## src/hw/rtl/assert_macros.svh

```systemverilog
// assertion helpers shared by the rtl
`ifndef ASSERT_MACROS_SVH
`define ASSERT_MACROS_SVH

// same-cycle implication, held off during reset
`define ASSERT_IMPLIES(label, clk, rst, cond, expr) \
   label: assert property (@(posedge clk) disable iff (rst) (cond) |-> (expr)) \
      else $error("assertion failed");

// next-cycle implication, held off during reset
`define ASSERT_NEXT(label, clk, rst, cond, expr) \
   label: assert property (@(posedge clk) disable iff (rst) (cond) |=> (expr)) \
      else $error("assertion failed");

`endif

```

## src/hw/rtl/b64d_pkg.sv

```systemverilog
package b64d_pkg;

   localparam int SEXTET_W = 6;
   localparam int GROUP_W  = 4 * SEXTET_W;
   localparam int UPPER_N  = 26;

   localparam logic [1:0] STATUS_OK         = 2'd0;
   localparam logic [1:0] STATUS_BAD_CHAR   = 2'd1;
   localparam logic [1:0] STATUS_BAD_LENGTH = 2'd2;

   // sextet value of each upper-case letter, indexed from 'A'
   localparam logic [SEXTET_W-1:0] UPPER_SEXTET [UPPER_N] = '{
      6'd10, 6'd23, 6'd21, 6'd12, 6'd2,  6'd13, 6'd14, 6'd15, 6'd7,
      6'd16, 6'd17, 6'd18, 6'd25, 6'd24, 6'd8,  6'd9,  6'd0,  6'd3,
      6'd11, 6'd4,  6'd6,  6'd22, 6'd1,  6'd20, 6'd5,  6'd19
   };

   typedef struct packed {
      logic                is_pad;
      logic                is_valid;
      logic [SEXTET_W-1:0] sextet;
   } char_info_type;

endpackage

```

## src/hw/rtl/b64d_char_map.sv

```systemverilog
module b64d_char_map (
   input  logic [7:0]              char_in,
   output b64d_pkg::char_info_type char_info
);
   import b64d_pkg::*;

   localparam logic [7:0] CHAR_PAD     = 8'h3D;
   localparam logic [7:0] CHAR_PLUS    = 8'h2B;
   localparam logic [7:0] CHAR_SLASH   = 8'h2F;
   localparam logic [7:0] CHAR_ZERO    = 8'h30;
   localparam logic [7:0] CHAR_NINE    = 8'h39;
   localparam logic [7:0] CHAR_UPPER_A = 8'h41;
   localparam logic [7:0] CHAR_UPPER_Z = 8'h5A;
   localparam logic [7:0] CHAR_LOWER_A = 8'h61;
   localparam logic [7:0] CHAR_LOWER_Z = 8'h7A;
   localparam logic [7:0] LOWER_BASE   = 8'd26;
   localparam logic [7:0] DIGIT_BASE   = 8'd52;

   logic [7:0] upper_off;
   logic [7:0] lower_val;
   logic [7:0] digit_val;

   assign upper_off = char_in - CHAR_UPPER_A;
   assign lower_val = char_in - CHAR_LOWER_A + LOWER_BASE;
   assign digit_val = char_in - CHAR_ZERO + DIGIT_BASE;

   always_comb begin
      char_info = '0;
      if (char_in == CHAR_PAD) begin
         char_info.is_pad = 1'b1;
      end else if (char_in >= CHAR_UPPER_A && char_in <= CHAR_UPPER_Z) begin
         char_info.is_valid = 1'b1;
         char_info.sextet   = UPPER_SEXTET[upper_off[4:0]];
      end else if (char_in >= CHAR_LOWER_A && char_in <= CHAR_LOWER_Z) begin
         char_info.is_valid = 1'b1;
         char_info.sextet   = lower_val[SEXTET_W-1:0];
      end else if (char_in >= CHAR_ZERO && char_in <= CHAR_NINE) begin
         char_info.is_valid = 1'b1;
         char_info.sextet   = digit_val[SEXTET_W-1:0];
      end else if (char_in == CHAR_PLUS) begin
         char_info.is_valid = 1'b1;
         char_info.sextet   = 6'd62;
      end else if (char_in == CHAR_SLASH) begin
         char_info.is_valid = 1'b1;
         char_info.sextet   = 6'd63;
      end
   end

endmodule

```

## src/hw/rtl/base64_custom_alphabet_decoder.sv

```systemverilog
// Streaming decoder for Base64 over a fixed permuted alphabet. One character
// request is taken per clock; a result for a request appears on the rsp_
// channel in the cycle after acceptance, through a single output register.
// The character lookup and group update fit between the request port and that
// register, so the rate is one character per cycle, and req_ready drops only
// while a result is held and rsp_ready is low. A request that completes a
// group, ends a message or carries a bad character yields one result unless
// discarded; all others yield none. After a bad character the rest of the
// message is discarded up to the request marked last. No warm-up after reset.
`include "assert_macros.svh"

module base64_custom_alphabet_decoder (
   input  logic       clock,
   input  logic       reset,
   input  logic       req_valid,
   output logic       req_ready,
   input  logic [7:0] req_char_in,
   input  logic       req_last_char,
   output logic       rsp_valid,
   input  logic       rsp_ready,
   output logic [7:0] rsp_byte_first,
   output logic [7:0] rsp_byte_second,
   output logic [7:0] rsp_byte_third,
   output logic [1:0] rsp_byte_count,
   output logic [1:0] rsp_status,
   output logic       rsp_end_of_message
);
   import b64d_pkg::*;

   localparam logic [2:0] PAD_MAX = 3'd7;

   char_info_type       char_info;
   logic                req_fire;

   logic [GROUP_W-1:0]  group_ff, group_in;
   logic [1:0]          slot_ff, slot_in;
   logic [2:0]          pad_ff, pad_in;
   logic                drop_ff, drop_in;

   logic                rsp_valid_ff;
   logic                emit;
   logic [GROUP_W-1:0]  res_group_ff, res_group_in;
   logic [1:0]          res_count_ff, res_count_in;
   logic [1:0]          res_status_ff, res_status_in;
   logic                res_eom_ff, res_eom_in;

   logic [GROUP_W-1:0]  group_shift;
   logic [2:0]          pad_step;

   b64d_char_map u_char_map (
      .char_in   (req_char_in),
      .char_info (char_info)
   );

   assign req_ready = !rsp_valid_ff || rsp_ready;
   assign req_fire  = req_valid && req_ready;

   assign group_shift = {group_ff[GROUP_W-SEXTET_W-1:0], char_info.sextet};
   assign pad_step    = (char_info.is_pad && pad_ff != PAD_MAX) ? pad_ff + 3'd1 : pad_ff;

   always_comb begin
      group_in      = group_ff;
      slot_in       = slot_ff;
      pad_in        = pad_ff;
      drop_in       = drop_ff;
      emit          = 1'b0;
      res_group_in  = '0;
      res_count_in  = 2'd0;
      res_status_in = STATUS_OK;
      res_eom_in    = req_last_char;
      if (drop_ff) begin
         if (req_last_char) begin
            drop_in  = 1'b0;
            group_in = '0;
            slot_in  = 2'd0;
            pad_in   = 3'd0;
         end
      end else if (!char_info.is_pad && !char_info.is_valid) begin
         emit          = 1'b1;
         res_status_in = STATUS_BAD_CHAR;
         group_in      = '0;
         slot_in       = 2'd0;
         pad_in        = 3'd0;
         drop_in       = !req_last_char;
      end else if (slot_ff == 2'd3) begin
         emit          = 1'b1;
         res_group_in  = group_shift;
         res_count_in  = (pad_step == 3'd0) ? 2'd3 : (pad_step == 3'd1) ? 2'd2 : 2'd1;
         group_in      = '0;
         slot_in       = 2'd0;
         pad_in        = 3'd0;
      end else if (req_last_char) begin
         // message ends inside a group
         emit          = 1'b1;
         res_status_in = STATUS_BAD_LENGTH;
         group_in      = '0;
         slot_in       = 2'd0;
         pad_in        = 3'd0;
      end else begin
         group_in = group_shift;
         slot_in  = slot_ff + 2'd1;
         pad_in   = pad_step;
      end
   end

   always_ff @(posedge clock) begin
      if (reset) begin
         group_ff     <= '0;
         slot_ff      <= 2'd0;
         pad_ff       <= 3'd0;
         drop_ff      <= 1'b0;
         rsp_valid_ff <= 1'b0;
      end else begin
         if (req_fire) begin
            group_ff <= group_in;
            slot_ff  <= slot_in;
            pad_ff   <= pad_in;
            drop_ff  <= drop_in;
         end
         if (req_fire && emit) begin
            rsp_valid_ff <= 1'b1;
         end else if (rsp_ready) begin
            rsp_valid_ff <= 1'b0;
         end
      end
   end

   always_ff @(posedge clock) begin
      if (req_fire && emit) begin
         res_group_ff  <= res_group_in;
         res_count_ff  <= res_count_in;
         res_status_ff <= res_status_in;
         res_eom_ff    <= res_eom_in;
      end
   end

   assign rsp_valid          = rsp_valid_ff;
   assign rsp_byte_first     = res_group_ff[23:16];
   assign rsp_byte_second    = res_group_ff[15:8];
   assign rsp_byte_third     = res_group_ff[7:0];
   assign rsp_byte_count     = res_count_ff;
   assign rsp_status         = res_status_ff;
   assign rsp_end_of_message = res_eom_ff;

   `ASSERT_IMPLIES(a_err_zero, clock, reset, rsp_valid_ff && res_status_ff != STATUS_OK,
      res_count_ff == 2'd0 && res_group_ff == '0)
   `ASSERT_IMPLIES(a_ok_count, clock, reset, rsp_valid_ff && res_status_ff == STATUS_OK,
      res_count_ff != 2'd0)
   `ASSERT_IMPLIES(a_len_eom, clock, reset, rsp_valid_ff && res_status_ff == STATUS_BAD_LENGTH,
      res_eom_ff)
   `ASSERT_IMPLIES(a_drop_clear, clock, reset, drop_ff,
      slot_ff == 2'd0 && pad_ff == 3'd0 && group_ff == '0)
   `ASSERT_NEXT(a_last_resets, clock, reset, req_fire && req_last_char,
      slot_ff == 2'd0 && !drop_ff)

endmodule
```

## config.mk

```make
export PLATFORM = sky130hd
export DESIGN_NAME = base64_custom_alphabet_decoder
export DESIGN_NICKNAME = d
export VERILOG_FILES = /design/src/hw/rtl/b64d_pkg.sv /design/src/hw/rtl/b64d_char_map.sv /design/src/hw/rtl/base64_custom_alphabet_decoder.sv
export VERILOG_INCLUDE_DIRS = /design/src /design/src/hw/rtl
export SDC_FILE = /design/constraint.sdc
export NUM_CORES = 1
export LEC_CHECK = 0
export BUFFER_PORTS_ARGS = -buffer_cell sky130_fd_sc_hd__buf_2
export CAP_MARGIN = 40
export CELL_PAD_IN_SITES_DETAIL_PLACEMENT = 0
export CELL_PAD_IN_SITES_GLOBAL_PLACEMENT = 2
export CORE_AREA = 2 2 93 95
export CTS_CLUSTER_SIZE = 20
export DETAILED_ROUTE_END_ITERATION = 10
export DIE_AREA = 0 0 95 97
export GPL_TIMING_DRIVEN = 1
export PLACE_DENSITY = 0.8
export SYNTH_ARGS = -nofsm -noshare
export SYNTH_HDL_FRONTEND = slang
export SYNTH_SLANG_ARGS = --single-unit
```

## constraint.sdc

```tcl
create_clock -name clock -period 12.8 [get_ports clock]
set_input_delay 2.56 -clock clock [delete_from_list [all_inputs] [get_ports clock]]
set_output_delay 2.56 -clock clock [all_outputs]
set_load 0.02 [all_outputs]
```

==> impl_metrics.yaml <==
outcome:
  status: "completed"
floorplan:
  num_rows: 33
  ios: 44
  core-area_sq_um: 8134
  dieArea_sq_um: 9215
  start_util_pct: 38.66
  die_w_microns: 95
  die_h_microns: 97
placement:
  dp_hpwl_microns: 5046
  io_buffers: 43
  pre_cts_slack_ns: 7.218
  gp_congestion: 0.8125
setup_path:
  worstPathRequired_ns: 10.24
  rr_startpoint: "rsp_valid"
  crit_path_max_fanout: 5
  start_kind: "input port"
  endpoint_kind: "output pin"
  r2r_slack_ns: 10.75
  worstRegToRegCells: 7
  path_class: "input port to output pin"
  r2r-end: "group_ff[1]"
  arrival_ns: 3.03
clocking:
  ctsResizeCount: 0
  cts_buffer_depth: 2
  clk_latency_ns: 0.30
  post_cts_buffers: 0
  ctsHoldBuffers: 0
  cts.htree.levels: 2
  cts_buffers: 5
  root_buffer: "clkbuf_8"
  cts_tree: "yes"
  clock-sinks: 54
  path_clk_slew_ns: 0.09
hold_path:
  holdPathStages: 2
  hold_end: "group_ff[14]"
  hold_start: "group_ff[14]"
  min_path_type: "flip-flop to flip-flop"
timing:
  setup_viol: 0
  post-route-min-period_ns: 5.587
  max_freq_mhz: 179.0
  tns_ns: 0
  finalMaxSlewViolations: 0
  rsz0062_at_grt: "false"
  relSlewSlack_pct: 53.62
  tightest_slew_ns: 0.6933
  fin_crit_sh_pct: 43.65
  skew_ns: 0.005464
  finalHoldViolations: 0
  worst_slack_ns: 7.213
power:
  combPwrFrac_pct: 18.2
  clockPowerShare_pct: 28.8
  p_leak_uw: 0.001363
  p_sw_uw: 99.00
  p_sw_share_pct: 27.36
  power.density_nw_per_um2: 102.2
  power.internal_uw: 262.8
  seqPwrFrac_pct: 53.0
  peakVddDrop_mv: 0.04560
yosys:
  ys_seq_area_share_pct: 43.61
  synth_top_flop_cell: "edfxtp_1"
  yosys_warnings: 0
  yosysUniqueCellTypes: 63
  netlist_instances: 321
  synth_top_area_share_pct: 27.70
  synth_largest_area_cell: "edfxtp_1"
  ys_ff_latch: 54
  synth.area.top_cells: "edfxtp_1 28%, dfxtp_1 16%, ha_1 6.0%"
  avgSynthCellArea_sq_um: 9.795
  syn_area_sq_um: 3144
  synth-async-reset-ratio_pct: 0
  synth_edf_count: 29
  syn_nets: 349
routing:
  via_per_inst: 5.487
  wirelength_microns: 6944
  drt-initial-drc-count: 115
  dr.pass1.iters: 4
  postRouteAntennaNets: 0
  num_vias: 2535
  post_drt_wl_per_cell_microns: 15.03
  drc_errors: 0
layout:
  mostFrequentLayoutCells: "43 x buf_2, 31 x nor2_1, 29 x edfxtp_1, 25 x dfxtp_1, 22 x and2_1"
  final_nets: 384
  drive_gt1_share_pct: 17.93
  fillers: 797
  layout_commonest_cell: "buf_2"
  multi_input_area_sq_um: 1658
  regArea_sq_um: 1371
  area_delta_synth_final_pct: 12.57
  diodes: 0
global_routing:
  overflow: 0
  grt_max_degree: 30
  grt_pass1_wl_microns: 11560
  antenna_found_initial: 0
  gr-usage-all-layers_pct: 15.46
  grt_pass1_vias: 2314
run:
  maxCapViolCount: 0
cells in the mapped netlist (4+ instances only):
master	count
edfxtp_1	29
nor2b_1	5
mux2i_1	4
nand2b_1	8
nand2_1	16
ha_1	15
o21ai_0	13
dfxtp_1	25
clkbuf_1	9
inv_1	8
buf_2	5
a22oi_1	16
and2_1	22
a32oi_1	5
nor2_1	31
a21o_1	8
xnor2_1	8
nor3_1	4
a21oi_1	9
nand3_1	10
nand3b_1	5
area by class of cell:
class,count,share of cell area [%]
Multi-Input combinational cell,240,46.84
Sequential cell,54,38.74
Timing Repair Buffer,46,6.716
Tap cell,105,3.712
Clock buffer,6,2.651
Inverter,9,0.9544
Clock inverter,2,0.3888
sequential cells by signal (all words and copies together), names as in the netlist:
| register | cells |
|---|---|
| drop_ff | 1 |
| rsp_valid | 1 |
| slot_ff | 2 |
| rsp_status | 2 |
| group_ff | 18 |
| pad_ff | 3 |
| res_group_ff | 24 |
| rsp_end_of_message | 1 |
| rsp_byte_count | 2 |
per-stage QoR:
stage | cells | instance area, sq um | power, uW | util (%) | hold WS (ns)
global placement | 454 | 3432 | 261.6 | 42.19 | 0.4759
floorplan | 321 | 3144 | 242.8 | - | 0.4571
detailed placement | 454 | 3432 | 261.6 | 42.19 | 0.4853
finish | 462 | 3540 | 361.8 | 43.52 | 0.5005
global route | 462 | 3540 | 380.4 | 43.52 | 0.5440
CTS | 462 | 3540 | 365.4 | 43.52 | 0.5070
worst max-delay path by stage:
stage / start / endpoint / slack, ns
2_1_floorplan: req_char_in[1] / res_group_ff[0] / 6.62
3_5_place_dp: rsp_ready / req_ready / 7.22
4_1_cts: rsp_ready / req_ready / 7.22
3_3_place_gp: rsp_ready / req_ready / 7.23
6_report: rsp_ready / req_ready / 7.21
5_1_grt: rsp_ready / req_ready / 7.20
per-layer routing:
layer	up-vias	GRT usage, %	share of wire, %
met5	-	0	0
met2	61	24.93	47
met1	1204	21.64	48
li1	1262	-	-
met4	0	4.348	1.4
met3	8	1.947	3.9
critical path, cell delays in order:
cell      delay, ns
buf_2          0.09
nand2b_1       0.19
buf_2          0.19
power by group through the flow:
stage / Sequential, uW / Clock, uW / Combinational (uW)
floorplan: 205 / 0 / 38.0
global placement: 196 / 0 / 65.9
detailed placement: 196 / 0 / 65.5
CTS: 192 / 108 / 65.8
global route: 193 / 116 / 72.1
finish: 192 / 104 / 65.9
kinds of logic after synthesis:
logic type	share of synthesized area [%]
compound gates	18.54
xor+xnor	2.786
fa+ha+maj	5.969
buf+inv	3.780
flops	43.61
mux	1.990
simple gates	23.32
No activity file was read; power rests on OpenSTA's default activity.
